$ cat src/rtl/hed_pkg.sv
// ----------------------------------------------------------------------------
// hed_pkg: shared types and constants of the HTML entity decoder
// Byte classes, entity-matching state and the step function that advances
// one entity match by one byte.
// ----------------------------------------------------------------------------
package hed_pkg;

  localparam int NAME_COUNT = 5;

  localparam logic [7:0] CH_AMP   = 8'h26;
  localparam logic [7:0] CH_HASH  = 8'h23;
  localparam logic [7:0] CH_SEMI  = 8'h3B;
  localparam logic [7:0] CH_PLUS  = 8'h2B;
  localparam logic [7:0] CH_MINUS = 8'h2D;
  localparam logic [7:0] CH_SPACE = 8'h20;

  // Entity names, first character in the top byte, padded with zero bytes.
  localparam logic [39:0] NAME_TEXT [NAME_COUNT] = '{
    {"lt;", 16'h0000},
    {"gt;", 16'h0000},
    "quot;",
    "apos;",
    {"amp;", 8'h00}
  };
  localparam logic [2:0] NAME_CHARS [NAME_COUNT] = '{3'd3, 3'd3, 3'd5, 3'd5, 3'd4};
  localparam logic [7:0] NAME_OUT [NAME_COUNT] = '{8'h3C, 8'h3E, 8'h22, 8'h27, 8'h26};

  localparam int QUEUE_DEPTH = 2;
  localparam int QUEUE_PTR_W = $clog2(QUEUE_DEPTH);
  localparam int QUEUE_CNT_W = $clog2(QUEUE_DEPTH + 1);

  typedef enum logic [1:0] {
    MODE_IDLE,
    MODE_AMP,
    MODE_NAME,
    MODE_NUM
  } mode_t;

  typedef enum logic [1:0] {
    PH_BLANK,
    PH_SIGN,
    PH_DIGIT,
    PH_STOP
  } phase_t;

  typedef enum logic [1:0] {
    ACT_WAIT,
    ACT_LITERAL,
    ACT_DECODED
  } act_t;

  typedef struct packed {
    logic       is_amp;
    logic       is_semi;
    logic       is_hash;
    logic       is_digit;
    logic       is_blank;
    logic       is_sign;
    logic       is_minus;
    logic [3:0] digit;
    logic [7:0] folded;
  } class_t;

  typedef struct packed {
    logic [7:0] data;
    logic       last;
    class_t     cls;
  } item_t;

  typedef struct packed {
    mode_t                 mode;
    logic [NAME_COUNT-1:0] cands;
    logic [2:0]            plen;
    logic [7:0]            nval;
    logic                  nneg;
    phase_t                phase;
  } judge_t;

  typedef struct packed {
    act_t       act;
    logic [7:0] val;
    judge_t     nxt;
  } judge_res_t;

  localparam judge_t JUDGE_IDLE  = '{MODE_IDLE, '0, 3'd0, 8'd0, 1'b0, PH_BLANK};
  localparam judge_t JUDGE_START = '{MODE_AMP, '1, 3'd0, 8'd0, 1'b0, PH_BLANK};

  function automatic class_t classify(input logic [7:0] b);
    class_t c;
    c.is_amp   = (b == CH_AMP);
    c.is_semi  = (b == CH_SEMI);
    c.is_hash  = (b == CH_HASH);
    c.is_digit = (b inside {[8'h30:8'h39]});
    c.is_blank = (b == CH_SPACE) || (b inside {[8'h09:8'h0D]});
    c.is_sign  = (b == CH_PLUS) || (b == CH_MINUS);
    c.is_minus = (b == CH_MINUS);
    c.digit    = b[3:0];
    c.folded   = (b inside {[8'h41:8'h5A]}) ? b + 8'd32 : b;
    return c;
  endfunction

  function automatic logic [7:0] name_char(input int i, input logic [2:0] j);
    logic [7:0] ch;
    case (j)
      3'd0:    ch = NAME_TEXT[i][39:32];
      3'd1:    ch = NAME_TEXT[i][31:24];
      3'd2:    ch = NAME_TEXT[i][23:16];
      3'd3:    ch = NAME_TEXT[i][15:8];
      3'd4:    ch = NAME_TEXT[i][7:0];
      default: ch = 8'h00;
    endcase
    return ch;
  endfunction

  // Advance an open entity by one byte. The caller handles the idle case,
  // the hold limit and the end of the string.
  function automatic judge_res_t judge_feed(input judge_t st, input class_t cl);
    judge_res_t            r;
    logic [NAME_COUNT-1:0] hit;
    logic [NAME_COUNT-1:0] full;
    logic [7:0]            dec_val;
    logic [2:0]            plen_inc;
    r.act    = ACT_WAIT;
    r.val    = 8'h00;
    r.nxt    = st;
    hit      = '0;
    full     = '0;
    dec_val  = 8'h00;
    plen_inc = (st.plen == 3'd7) ? 3'd7 : st.plen + 3'd1;
    for (int i = 0; i < NAME_COUNT; i++) begin
      if (st.cands[i] && (st.plen < NAME_CHARS[i]) && (cl.folded == name_char(i, st.plen))) begin
        hit[i] = 1'b1;
        if (st.plen == NAME_CHARS[i] - 3'd1) begin
          full[i] = 1'b1;
          dec_val = NAME_OUT[i];
        end
      end
    end
    case (st.mode)
      MODE_AMP, MODE_NAME: begin
        if (full != '0) begin
          r.act = ACT_DECODED;
          r.val = dec_val;
          r.nxt = JUDGE_IDLE;
        end else if (hit != '0) begin
          r.nxt.mode  = MODE_NAME;
          r.nxt.cands = hit;
          r.nxt.plen  = plen_inc;
        end else if ((st.mode == MODE_AMP) && cl.is_hash) begin
          r.nxt.mode  = MODE_NUM;
          r.nxt.cands = '0;
          r.nxt.plen  = plen_inc;
        end else begin
          r.act = ACT_LITERAL;
          r.nxt = JUDGE_IDLE;
        end
      end
      MODE_NUM: begin
        if (cl.is_semi) begin
          r.act = ACT_DECODED;
          r.val = st.nneg ? 8'd0 - st.nval : st.nval;
          r.nxt = JUDGE_IDLE;
        end else begin
          r.nxt.plen = plen_inc;
          case (st.phase)
            PH_BLANK: begin
              if (cl.is_blank) begin
                r.nxt.phase = PH_BLANK;
              end else if (cl.is_sign) begin
                r.nxt.nneg  = cl.is_minus;
                r.nxt.phase = PH_SIGN;
              end else if (cl.is_digit) begin
                r.nxt.nval  = {4'd0, cl.digit};
                r.nxt.phase = PH_DIGIT;
              end else begin
                r.nxt.phase = PH_STOP;
              end
            end
            PH_SIGN, PH_DIGIT: begin
              if (cl.is_digit) begin
                r.nxt.nval  = 8'(st.nval * 8'd10 + {4'd0, cl.digit});
                r.nxt.phase = PH_DIGIT;
              end else begin
                r.nxt.phase = PH_STOP;
              end
            end
            default: r.nxt.phase = PH_STOP;
          endcase
        end
      end
      default: begin
        r.act = ACT_LITERAL;
        r.nxt = JUDGE_IDLE;
      end
    endcase
    return r;
  endfunction

endpackage

$ cat src/rtl/html_entity_decoder.sv
// ----------------------------------------------------------------------------
// html_entity_decoder: streaming HTML character entity decoder
// Decodes &lt; &gt; &quot; &apos; &amp; (any case) and decimal &#...;
// references in a byte stream; unmatched '&' passes through literally.
// ----------------------------------------------------------------------------
//
//   channel  | handshake            | word
//   ---------+----------------------+---------------------
//   in       | in_valid / in_ready  | in_byte, in_last
//   out      | out_valid / out_ready| out_byte, out_last
//
// A byte taken from the input queue is scanned as it is popped, so plain text
// moves at one word per cycle unless the output stalls. When an open entity
// proves literal, each byte held after its '&' is rescanned through a
// registered read of the hold buffer; a '&' left open at string end is
// emitted by a step of its own. Reset clears the queue, pointers and match
// state; the hold buffer needs no clearing. A stalled output stops the
// scanner while the two-word input queue keeps accepting until it is full.
module html_entity_decoder import hed_pkg::*; #(
  parameter int HOLD_DEPTH = 32
) (
  input  logic       clk,
  input  logic       rst,
  input  logic       in_valid,
  output logic       in_ready,
  input  logic [7:0] in_byte,
  input  logic       in_last,
  output logic       out_valid,
  input  logic       out_ready,
  output logic [7:0] out_byte,
  output logic       out_last
);

  logic  q_valid;
  item_t q_item;
  logic  q_pop;

  hed_front u_front (
    .clk      (clk),
    .rst      (rst),
    .in_valid (in_valid),
    .in_ready (in_ready),
    .in_byte  (in_byte),
    .in_last  (in_last),
    .q_valid  (q_valid),
    .q_item   (q_item),
    .q_pop    (q_pop)
  );

  hed_back #(
    .HOLD_DEPTH (HOLD_DEPTH)
  ) u_back (
    .clk       (clk),
    .rst       (rst),
    .q_valid   (q_valid),
    .q_item    (q_item),
    .q_pop     (q_pop),
    .out_valid (out_valid),
    .out_ready (out_ready),
    .out_byte  (out_byte),
    .out_last  (out_last)
  );

endmodule

$ cat src/rtl/hed_front.sv
// ----------------------------------------------------------------------------
// hed_front: input side of the HTML entity decoder
// Takes text words, classifies each byte and keeps them in a short queue
// for the scanner.
// ----------------------------------------------------------------------------
module hed_front import hed_pkg::*; (
  input  logic       clk,
  input  logic       rst,
  input  logic       in_valid,
  output logic       in_ready,
  input  logic [7:0] in_byte,
  input  logic       in_last,
  output logic       q_valid,
  output item_t      q_item,
  input  logic       q_pop
);

  item_t                  slots [QUEUE_DEPTH];
  logic [QUEUE_PTR_W-1:0] wr_ptr;
  logic [QUEUE_PTR_W-1:0] rd_ptr;
  logic [QUEUE_CNT_W-1:0] count;
  logic                   push;
  logic                   pull;

  assign in_ready = (count != QUEUE_CNT_W'(QUEUE_DEPTH));
  assign q_valid  = (count != '0);
  assign q_item   = slots[rd_ptr];
  assign push     = in_valid && in_ready;
  assign pull     = q_pop && q_valid;

  always_ff @(posedge clk) begin
    if (push) begin
      slots[wr_ptr] <= '{data: in_byte, last: in_last, cls: classify(in_byte)};
    end
  end

  always_ff @(posedge clk) begin
    if (rst) begin
      wr_ptr <= '0;
      rd_ptr <= '0;
      count  <= '0;
    end else begin
      if (push) begin
        wr_ptr <= (wr_ptr == QUEUE_PTR_W'(QUEUE_DEPTH - 1)) ? '0 : wr_ptr + 1'b1;
      end
      if (pull) begin
        rd_ptr <= (rd_ptr == QUEUE_PTR_W'(QUEUE_DEPTH - 1)) ? '0 : rd_ptr + 1'b1;
      end
      if (push && !pull) begin
        count <= count + 1'b1;
      end else if (pull && !push) begin
        count <= count - 1'b1;
      end
    end
  end

endmodule

$ cat src/rtl/hed_back.sv
// ----------------------------------------------------------------------------
// hed_back: entity scanner of the HTML entity decoder
// Matches entities byte by byte, holds the bytes of an open entity in a
// circular buffer and rescans them when the entity turns out to be literal.
// ----------------------------------------------------------------------------
module hed_back import hed_pkg::*; #(
  parameter int HOLD_DEPTH = 32
) (
  input  logic       clk,
  input  logic       rst,
  input  logic       q_valid,
  input  item_t      q_item,
  output logic       q_pop,
  output logic       out_valid,
  input  logic       out_ready,
  output logic [7:0] out_byte,
  output logic       out_last
);

  localparam int AW = $clog2(HOLD_DEPTH);
  localparam int CW = $clog2(HOLD_DEPTH + 1);

  typedef enum logic {
    ST_SCAN,
    ST_FEED
  } state_t;

  typedef enum logic [1:0] {
    RES_EMIT,
    RES_HOLD,
    RES_LIT
  } res_t;

  function automatic logic [AW-1:0] ptr_inc(input logic [AW-1:0] p);
    return (p == AW'(HOLD_DEPTH - 1)) ? '0 : p + 1'b1;
  endfunction

  logic [7:0]    hold_mem [HOLD_DEPTH];
  logic [7:0]    rd_data;

  state_t        state, state_next;
  judge_t        jst, jst_next;
  logic [CW-1:0] ent_len, ent_len_next;
  logic [CW-1:0] rest_len, rest_len_next;
  logic [AW-1:0] head_addr, head_addr_next;
  logic [AW-1:0] scan_addr, scan_addr_next;
  logic [AW-1:0] tail_addr, tail_addr_next;
  logic          end_flag, end_flag_next;
  logic          out_valid_next;
  logic [7:0]    out_byte_next;
  logic          out_last_next;

  logic          can_emit;
  logic          from_queue;
  logic          rd_en;
  logic          do_proc;
  logic          end_now;
  logic [7:0]    proc_byte;
  class_t        proc_cls;
  logic [CW-1:0] rest_after;
  judge_res_t    jr;
  res_t          res;
  logic [7:0]    res_val;

  assign can_emit   = !out_valid || out_ready;
  assign from_queue = (state == ST_SCAN);
  assign proc_byte  = from_queue ? q_item.data : rd_data;
  assign proc_cls   = from_queue ? q_item.cls : classify(rd_data);
  assign rest_after = from_queue ? rest_len : rest_len - 1'b1;
  assign end_now    = from_queue ? q_item.last : end_flag;
  assign jr         = judge_feed(jst, proc_cls);

  // What the byte under the scan pointer does to the open entity, if any.
  always_comb begin
    res     = RES_HOLD;
    res_val = proc_byte;
    if (jst.mode == MODE_IDLE) begin
      res = proc_cls.is_amp ? RES_HOLD : RES_EMIT;
    end else begin
      case (jr.act)
        ACT_DECODED: begin
          res     = RES_EMIT;
          res_val = jr.val;
        end
        ACT_WAIT:    res = (ent_len >= CW'(HOLD_DEPTH - 1)) ? RES_LIT : RES_HOLD;
        default:     res = RES_LIT;
      endcase
    end
  end

  always_comb begin
    state_next     = state;
    jst_next       = jst;
    ent_len_next   = ent_len;
    rest_len_next  = rest_len;
    head_addr_next = head_addr;
    scan_addr_next = scan_addr;
    tail_addr_next = tail_addr;
    end_flag_next  = end_flag;
    out_valid_next = out_valid && !out_ready;
    out_byte_next  = out_byte;
    out_last_next  = out_last;
    q_pop          = 1'b0;
    rd_en          = 1'b0;
    do_proc        = 1'b0;

    case (state)
      ST_SCAN: begin
        if (rest_len != '0) begin
          rd_en      = 1'b1;
          state_next = ST_FEED;
        end else if (end_flag) begin
          // The string ended with an entity still open: its '&' is literal.
          if (can_emit) begin
            out_valid_next = 1'b1;
            out_byte_next  = CH_AMP;
            out_last_next  = (ent_len == CW'(1));
            head_addr_next = ptr_inc(head_addr);
            scan_addr_next = ptr_inc(head_addr);
            rest_len_next  = ent_len - 1'b1;
            ent_len_next   = '0;
            jst_next       = JUDGE_IDLE;
            if (ent_len == CW'(1)) begin
              end_flag_next = 1'b0;
            end
          end
        end else if (q_valid && can_emit) begin
          q_pop   = 1'b1;
          do_proc = 1'b1;
        end
      end
      ST_FEED: begin
        if (can_emit) begin
          do_proc    = 1'b1;
          state_next = ST_SCAN;
        end
      end
      default: state_next = ST_SCAN;
    endcase

    if (do_proc) begin
      if (from_queue) begin
        tail_addr_next = ptr_inc(tail_addr);
        end_flag_next  = q_item.last;
      end else begin
        rest_len_next = rest_len - 1'b1;
      end
      scan_addr_next = ptr_inc(scan_addr);
      case (res)
        RES_EMIT: begin
          out_valid_next = 1'b1;
          out_byte_next  = res_val;
          out_last_next  = end_now && (rest_after == '0);
          head_addr_next = ptr_inc(scan_addr);
          ent_len_next   = '0;
          jst_next       = JUDGE_IDLE;
          if (end_now && (rest_after == '0)) begin
            end_flag_next = 1'b0;
          end
        end
        RES_LIT: begin
          // Emit the '&' and rescan everything held after it.
          out_valid_next = 1'b1;
          out_byte_next  = CH_AMP;
          out_last_next  = 1'b0;
          head_addr_next = ptr_inc(head_addr);
          scan_addr_next = ptr_inc(head_addr);
          rest_len_next  = rest_after + ent_len;
          ent_len_next   = '0;
          jst_next       = JUDGE_IDLE;
        end
        default: begin
          ent_len_next = ent_len + 1'b1;
          jst_next     = (jst.mode == MODE_IDLE) ? JUDGE_START : jr.nxt;
        end
      endcase
    end
  end

  always_ff @(posedge clk) begin
    if (q_pop) begin
      hold_mem[tail_addr] <= q_item.data;
    end
    if (rd_en) begin
      rd_data <= hold_mem[scan_addr];
    end
  end

  always_ff @(posedge clk) begin
    if (rst) begin
      state     <= ST_SCAN;
      jst       <= JUDGE_IDLE;
      ent_len   <= '0;
      rest_len  <= '0;
      head_addr <= '0;
      scan_addr <= '0;
      tail_addr <= '0;
      end_flag  <= 1'b0;
      out_valid <= 1'b0;
      out_last  <= 1'b0;
    end else begin
      state     <= state_next;
      jst       <= jst_next;
      ent_len   <= ent_len_next;
      rest_len  <= rest_len_next;
      head_addr <= head_addr_next;
      scan_addr <= scan_addr_next;
      tail_addr <= tail_addr_next;
      end_flag  <= end_flag_next;
      out_valid <= out_valid_next;
      out_last  <= out_last_next;
    end
    out_byte <= out_byte_next;
  end

  a_open_entity_has_bytes: assert property (@(posedge clk) disable iff (rst)
    (ent_len == '0) == (jst.mode == MODE_IDLE))
    else $error("held byte count disagrees with entity mode");

  a_buffer_bound: assert property (@(posedge clk) disable iff (rst)
    ({1'b0, ent_len} + {1'b0, rest_len}) <= (CW + 1)'(HOLD_DEPTH))
    else $error("hold buffer overrun");

  a_feed_has_byte: assert property (@(posedge clk) disable iff (rst)
    (state == ST_FEED) |-> (rest_len != '0))
    else $error("rescan step without a byte to rescan");

  a_end_has_entity: assert property (@(posedge clk) disable iff (rst)
    (state == ST_SCAN && end_flag && rest_len == '0) |-> (ent_len != '0))
    else $error("string end pending with nothing left to resolve");

  a_last_closes_string: assert property (@(posedge clk) disable iff (rst)
    (out_valid && out_last && !out_ready) |=> !end_flag)
    else $error("string end still pending after its last word");

endmodule

$ cat config.mk
export PLATFORM = sky130hd
export DESIGN_NAME = html_entity_decoder
export DESIGN_NICKNAME = d
export VERILOG_FILES = /design/src/rtl/hed_pkg.sv /design/src/rtl/html_entity_decoder.sv /design/src/rtl/hed_front.sv /design/src/rtl/hed_back.sv
export SDC_FILE = /design/constraint.sdc
export NUM_CORES = 1
export LEC_CHECK = 0
export BUFFER_PORTS_ARGS = -buffer_cell sky130_fd_sc_hd__buf_2
export CAP_MARGIN = 20
export CORE_MARGIN = 8
export CORE_UTILIZATION = 57
export CTS_CLUSTER_SIZE = 10
export DETAILED_ROUTE_END_ITERATION = 8
export PLACE_DENSITY = 0.87
export SLEW_MARGIN = 20
export SYNTH_ARGS = -nofsm -noshare
export SYNTH_HDL_FRONTEND = slang
export SYNTH_SLANG_ARGS = --single-unit
$ cat constraint.sdc
create_clock -name clk -period 3.95 [get_ports clk]
set_clock_uncertainty 0.1 [all_clocks]
set_input_delay 0.1975 -clock clk [delete_from_list [all_inputs] [get_ports clk]]
set_output_delay 0.1975 -clock clk [all_outputs]
set_load 0.05 [all_outputs]
==> flow_metrics.env, run 1 <==
export IMPL_die_area_mm2=0.0370
export IMPL_dp_cells=1697
export IMPL_rsz0062_at_grt="no"
export IMPL_ys_async_sr_fraction_pct=0
export IMPL_synth_cell_types=91
export IMPL_syn_to_final_growth_pct=12.8
export IMPL_crit_chain="buf_12 > mux2_4 > buf_4 > or2_2 > a21oi_1 > nor4_1 > and4_4 > a311oi_4 > a21oi_2 > a211oi_4 > buf_4 > mux2i_1 > a211oi_1"
export IMPL_design_area_mm2=0.0200
export IMPL_syn_area_mm2=0.0177
export IMPL_critPathLaunchType="flop"
export IMPL_track_usage_pct=23.3
export IMPL_fp_row_count=64
export IMPL_reg2reg_slack_ps=200
export IMPL_multi_input_area_mm2=0.00690
export IMPL_power_mw=13.7
export IMPL_clock_latency_ps=550
export IMPL_ys_seq_elements=367
export IMPL_postRouteAntennaNets=0
export IMPL_power_density_mw_per_mm2=687
export IMPL_nFillCells=2083
export IMPL_power_leakage_nw=6.83
export IMPL_cts_made_buffers=43
export IMPL_cts_max_level=2
export IMPL_synth_ff_type="edfxtp_1"
export IMPL_rr_worst_depth=13
export IMPL_seq_area_mm2=0.0104
export IMPL_grt_pass1_wl_um=66200
export IMPL_outcome="completed"
export IMPL_synth_cells=1282
export IMPL_dr_pass1_iters=5
export IMPL_crit_top_cell="buf_4"
export IMPL_final_hold_viol_count=0
export IMPL_synthesis_nets=1342
export IMPL_slowest_stage="a311oi_4"
export IMPL_grt_max_degree=47
export IMPL_hpwl_um=27100
export IMPL_maxSlewViolCount=0
export IMPL_cap_viol_max_count=0
export IMPL_cp_required_ps=4280
export IMPL_whs_ps=69.5
export IMPL_setup_tns_final_ps=0
export IMPL_cp_data_arrival_time_ps=4080
export IMPL_clkSinkCount=367
export IMPL_wl_per_cell_um=23.8
export IMPL_cp_num_buf_inv=3
export IMPL_avgSynthCellArea_um2=13.8
export IMPL_slowest_delay_ps=430
export IMPL_ys_seq_area_share_pct=58.6
export IMPL_fin_util_pct=65.3
export IMPL_die_w_um=192
export IMPL_min_period_over_period_pct=95.0
export IMPL_final_layout_size_suffix_gt1_share_pct=21.2
export IMPL_grt_overflow_total=0
export IMPL_setup_viol=0
export IMPL_io_pins=24
export IMPL_endpoint="u_back.head_addr[1]"
export IMPL_dpl_instance_area_mm2=0.0186
export IMPL_max_freq_ghz=0.267
export IMPL_r2r_end="u_back.head_addr[1]"
export IMPL_tightestPinTransition_ps=958
export IMPL_routabilityCongestion=0.932
export IMPL_viasPerCell=6.43
export IMPL_n_antenna_cell=0
export IMPL_core_mm2=0.0306
export IMPL_die_y_um=192
export IMPL_worstSetupEndpointType="flop"
export IMPL_root_buffer="clkbuf_16"
export IMPL_drt_iter0_drc=1212
export IMPL_cp_max_fo=35
export IMPL_crit_cells=13
export IMPL_clk_pin_slew_ps=60
export IMPL_worst_setup_path_type="reg2reg"
export IMPL_clockBufferDepth=3
export IMPL_numPortBuffers=23
export IMPL_cp_top_family="compound AO/OA/AOI/OAI gates"
export IMPL_setup_ws_ps=198
export IMPL_fin_crit_ps=3750
export IMPL_post_place_ws_ps=151
export IMPL_initial_utilization_pct=57.9
export IMPL_cts_tree="yes"
export IMPL_slew_headroom_pct=35.9
export IMPL_grt_pass1_vias=11600
export IMPL_grt_antenna_before_repair=0
export IMPL_vdd_drop_max_mv=0.417
export IMPL_hp_class="in2reg"
export IMPL_drc=0
export IMPL_drt_total_wl_um=42400
export IMPL_ys_warn_count=0
export IMPL_synth_edf_count=302
export IMPL_via_count=11400
export IMPL_fin_cells=1780
export IMPL_fin_nets=1422
==> metal layers <==
layer / routed length (um) / track usage [%] / vias up
li1: - / - / 5102
met1: 16500 / 29.8 / 5673
met2: 21000 / 39.1 / 561
met3: 3440 / 4.85 / 109
met4: 1360 / 7.58 / 0
met5: 0 / 0 / -
==> cells in the final DEF, fill, tap and decap left out, drive strengths merged, types with 8 or more instances in the layout <==
cell         count
clkbuf          62
o21ai           40
a21oi           47
nor2b           14
nor3            39
a21o             9
mux2            18
nor4             9
o211ai           8
dfxtp           65
nand2           71
mux2i           34
a31oi            9
xor2            20
dlygate4sd3     10
and3            15
edfxtp         302
a22o             8
or3             11
a211oi          11
nand3           24
mux4            80
inv             37
o31ai            9
ha              44
nor2           109
nand2b          16
buf             99
xnor2           39
==> how the worst min path moves through the flow <==
| stage | end | startpoint | cells after the start |
|---|---|---|---|
| 5_1_grt | u_back.out_valid | out_ready | 3 |
| 6_report | u_back.out_valid | out_ready | 3 |
| 3_5_place_dp | u_front.slots[1][19] | in_last | 1 |
| 2_1_floorplan | u_front.slots[0][19] | in_last | 0 |
| 3_3_place_gp | u_front.slots[1][19] | in_last | 1 |
| 4_1_cts | u_back.out_valid | out_ready | 3 |
==> worst register-to-register path, stage by stage, from the launching register on <==
cell and delay (ps):
dfxtp_1 390, buf_12 160, mux2_4 310, buf_4 280, or2_2 320, a21oi_1 150
nor4_1 90, and4_4 200, a311oi_4 430, a21oi_2 180, a211oi_4 380, buf_4 280
mux2i_1 90, a211oi_1 300
==> logic make-up after synthesis <==
logic type / Yosys count / synth area share [%]
AO/OA/AOI/OAI: 219 / 9.27
multiplexers: 132 / 13.3
AND/OR/NAND/NOR: 347 / 9.87
flip-flops: 367 / 58.6
adder cells (fa/ha/maj): 47 / 3.45
XOR/XNOR: 59 / 3.00
buffers and inverters: 111 / 2.54
==> repair_timing <==
action | 4_1_cts | 5_1_grt
hold buffers | 10 | 0
endpoints found under the hold margin | 24 | 0
endpoints found under the setup margin | 0 | 41
setup buffers | 0 | 6
gates resized for setup | 0 | 7
==> state kept, by name, summed over array words and instances, names as in the netlist, 2 cells and up, named ones only <==
| name | flops |
|---|---|
| u_back.rd_data | 8 |
| u_back.hold_mem | 256 |
| u_back.jst | 21 |
| u_back.out_byte | 8 |
| u_back.tail_addr | 5 |
| u_back.head_addr | 5 |
| u_front.slots | 38 |
| u_back.ent_len | 6 |
| u_back.scan_addr | 5 |
| u_back.rest_len | 5 |
| u_front.count | 2 |
==> synth_stat cells, types with 6 or more instances <==
cell type	instances	share of area, %
nor4_1	7	0.25
edfxtp_1	302	51
nand3_1	23	0.65
a22o_1	8	0.40
mux2i_1	34	1.9
buf_2	8	0.23
nor2_1	109	2.3
xor2_1	20	0.99
a21oi_1	44	1.2
nor3_1	37	1.0
a21o_1	9	0.38
buf_1	11	0.23
o31a_1	6	0.30
nand2b_1	16	0.57
nand2_1	71	1.5
a211oi_1	10	0.42
nor2b_1	14	0.49
ha_1	44	3.1
mux4_2	80	10
xnor2_1	37	1.8
dfxtp_1	65	7.4
mux2_2	16	1.0
o2bb2ai_1	7	0.35
and3_1	15	0.53
o211ai_1	8	0.34
inv_1	33	0.70
clkbuf_1	51	1.1
o21ai_0	31	0.88
or3_1	11	0.39
o31ai_1	6	0.25
a31oi_1	8	0.28
==> power by group <==
part / leakage, nW / total (mW) / internal (mW) / switching (mW)
registers: 3.27 / 5.23 / 4.86 / 0.370
clock network: 0.585 / 3.52 / 2.04 / 1.48
logic: 2.97 / 4.96 / 1.98 / 2.98
==> cell type report <==
class	count	share of cell area, %
clock inverter	5	0.207
sequential	367	52.0
clock buffer	62	5.85
inverter	37	0.696
tap	396	2.48
multi-input combinational	804	34.6
timing repair buffer	109	4.19
Note: power is estimated with default switching activity, not from simulation.
==> inputs of run 2 (changes only) <==
CORE_UTILIZATION = 50   (was 57)
PLACE_DENSITY = 0.77   (was 0.87)
clock period = 4.9 ns   (was 3.95 ns; I/O delays follow)
==> run 2 against run 1 <==
Clock power down 19%. Critical path depth down 2. Register-to-register slack better by 80 ps. Design area down 2.2%. Global-route usage down 4.5 points. Sequential power down 18%. Flip-flop and latch count unchanged. Routed wire length down 7.9%. Clock-buffer cell count up 2. Largest cell class unchanged. Largest power group unchanged.
==> flow_metrics.env, run 2 (synthesis results as in run 1) <==
export IMPL_outcome="completed"
export IMPL_hp_class="in2reg"
export IMPL_post_cts_setup_buffers=0
export IMPL_slowest_stage="o311ai_0"
export IMPL_power_density_mw_per_mm2=552
export IMPL_slew_headroom_pct=27.2
export IMPL_drc=0
export IMPL_cap_viol_max_count=0
export IMPL_fin_crit_ps=4620
export IMPL_critPathLaunchType="flop"
export IMPL_numPortBuffers=23
export IMPL_mostFrequentLayoutCells="302 x edfxtp_1, 109 x nor2_1, 80 x mux4_2"
export IMPL_die_w_um=204
export IMPL_cp_data_arrival_time_ps=4990
export IMPL_final_layout_size_suffix_gt1_share_pct=17.0
export IMPL_dr_pass1_iters=5
export IMPL_core_mm2=0.0352
export IMPL_fp_row_count=69
export IMPL_clk_pin_slew_ps=50
export IMPL_top_register="u_back.hold_mem"
export IMPL_design_area_mm2=0.0195
export IMPL_setup_ws_ps=278
export IMPL_syn_to_final_growth_pct=10.2
export IMPL_top_regs="u_back.hold_mem: 256 flops, u_front.slots: 38 flops, u_back.jst: 21 flops"
export IMPL_ctsHoldBuffers=9
export IMPL_routabilityCongestion=0.888
export IMPL_postRouteAntennaNets=0
export IMPL_min_period_over_period_pct=94.3
export IMPL_crit_top_cell="and3_1"
export IMPL_grt_max_degree=38
export IMPL_grt_pass1_wl_um=61500
export IMPL_root_buffer="clkbuf_16"
export IMPL_via_count=10900
export IMPL_worstSetupEndpointType="flop"
export IMPL_cts_tree="yes"
export IMPL_tightestPinTransition_ps=1090
export IMPL_clock_latency_ps=540
export IMPL_grt_overflow_total=0
export IMPL_n_antenna_cell=0
export IMPL_viasPerCell=6.10
export IMPL_clockBufferDepth=3
export IMPL_setup_viol=0
export IMPL_grt_pass1_vias=10800
export IMPL_max_freq_ghz=0.216
export IMPL_cts_made_buffers=43
export IMPL_maxSlewViolCount=0
export IMPL_cp_max_fo=13
export IMPL_rsz0062_at_grt="no"
export IMPL_die_area_mm2=0.0417
export IMPL_setup_tns_final_ps=0
export IMPL_wl_per_cell_um=21.9
export IMPL_vdd_drop_max_mv=0.604
export IMPL_drt_total_wl_um=39000
export IMPL_die_y_um=204
export IMPL_track_usage_pct=18.7
export IMPL_fin_nets=1358
export IMPL_hpwl_um=25600
export IMPL_grt_antenna_before_repair=0
export IMPL_cts_max_level=2
export IMPL_largest_reg_flops=256
export IMPL_final_common_cell="edfxtp_1"
export IMPL_final_hold_viol_count=0
export IMPL_clkSinkCount=367
export IMPL_dpl_instance_area_mm2=0.0182
export IMPL_cp_required_ps=5270
export IMPL_post_place_ws_ps=412
export IMPL_crit_chain="inv_1 > ha_1 > o31ai_1 > o221ai_1 > nor4_1 > nand4_1 > and3_1 > and3_1 > o311ai_0 > o21a_1 > nor2b_1"
export IMPL_io_pins=24
export IMPL_initial_utilization_pct=50.3
export IMPL_slowest_delay_ps=730
export IMPL_drt_iter0_drc=908
export IMPL_power_leakage_nw=6.49
export IMPL_cts_resized=0
export IMPL_worst_setup_path_type="reg2reg"
==> run 2: cell types whose count changed in the layout (fill, tap and decap cells not counted), moves of 2 or more <==
cell,change
buf_4,-60
clkinv_8,+2
dfxtp_2,-2
dfxtp_1,+2
clkbuf_1,+3
buf_12,-3
==> run 2: per-layer routing <==
layer	global-route usage, %	up-vias	wire length, um
met5	0	-	0
met4	5.55	0	915
met3	2.74	67	2280
met2	31.8	388	19500
met1	24.8	5448	16300
li1	-	4974	-
==> run 2: layout make-up <==
class	count	area (um^2)
Fill cell	2790	15700
Inverter	37	139
Clock buffer	64	1150
Clock inverter	5	71.3
Sequential cell	367	10400
Multi-Input combinational cell	804	6880
Tap cell	461	577
Timing Repair Buffer	45	315
==> run 2: report_power, final <==
part | leakage (nW) | internal (mW) | switching, mW
combinational | 2.63 | 1.44 | 2.23
clock | 0.588 | 1.67 | 1.17
sequential | 3.27 | 3.92 | 0.350
==> run 2: metrics by stage <==
stage,power [mW],cells,hold WS [ps],utilization [%]
3_5_place_dp,7.95,1705,338,51.7
3_3_place_gp,7.85,1705,333,51.7
5_1_grt,11.3,1783,91.6,55.4
6_report,10.8,1783,38.1,55.4
2_1_floorplan,6.96,1282,244,-
4_1_cts,10.8,1783,10.4,55.4
==> run 2: path summary, 6_finish.rpt <==
check / startpoint / end / slack [ps] / cells past startpoint
min reg2reg: u_back.jst[17] / u_back.jst[17] / 360 / 1
max reg2reg: u_back.jst[11] / u_back.scan_addr[4] / 280 / 11
min: in_valid / u_front.wr_ptr / 40 / 4
max: u_back.jst[11] / u_back.scan_addr[4] / 280 / 11
==> run 2: critical path, delay by kind of cell (launching register included) <==
family / cells / cell delay, ps
simple gates: 5 / 1440
buf+inv: 1 / 280
flops: 1 / 620
compound gates: 4 / 1690
fa+ha+maj: 1 / 410
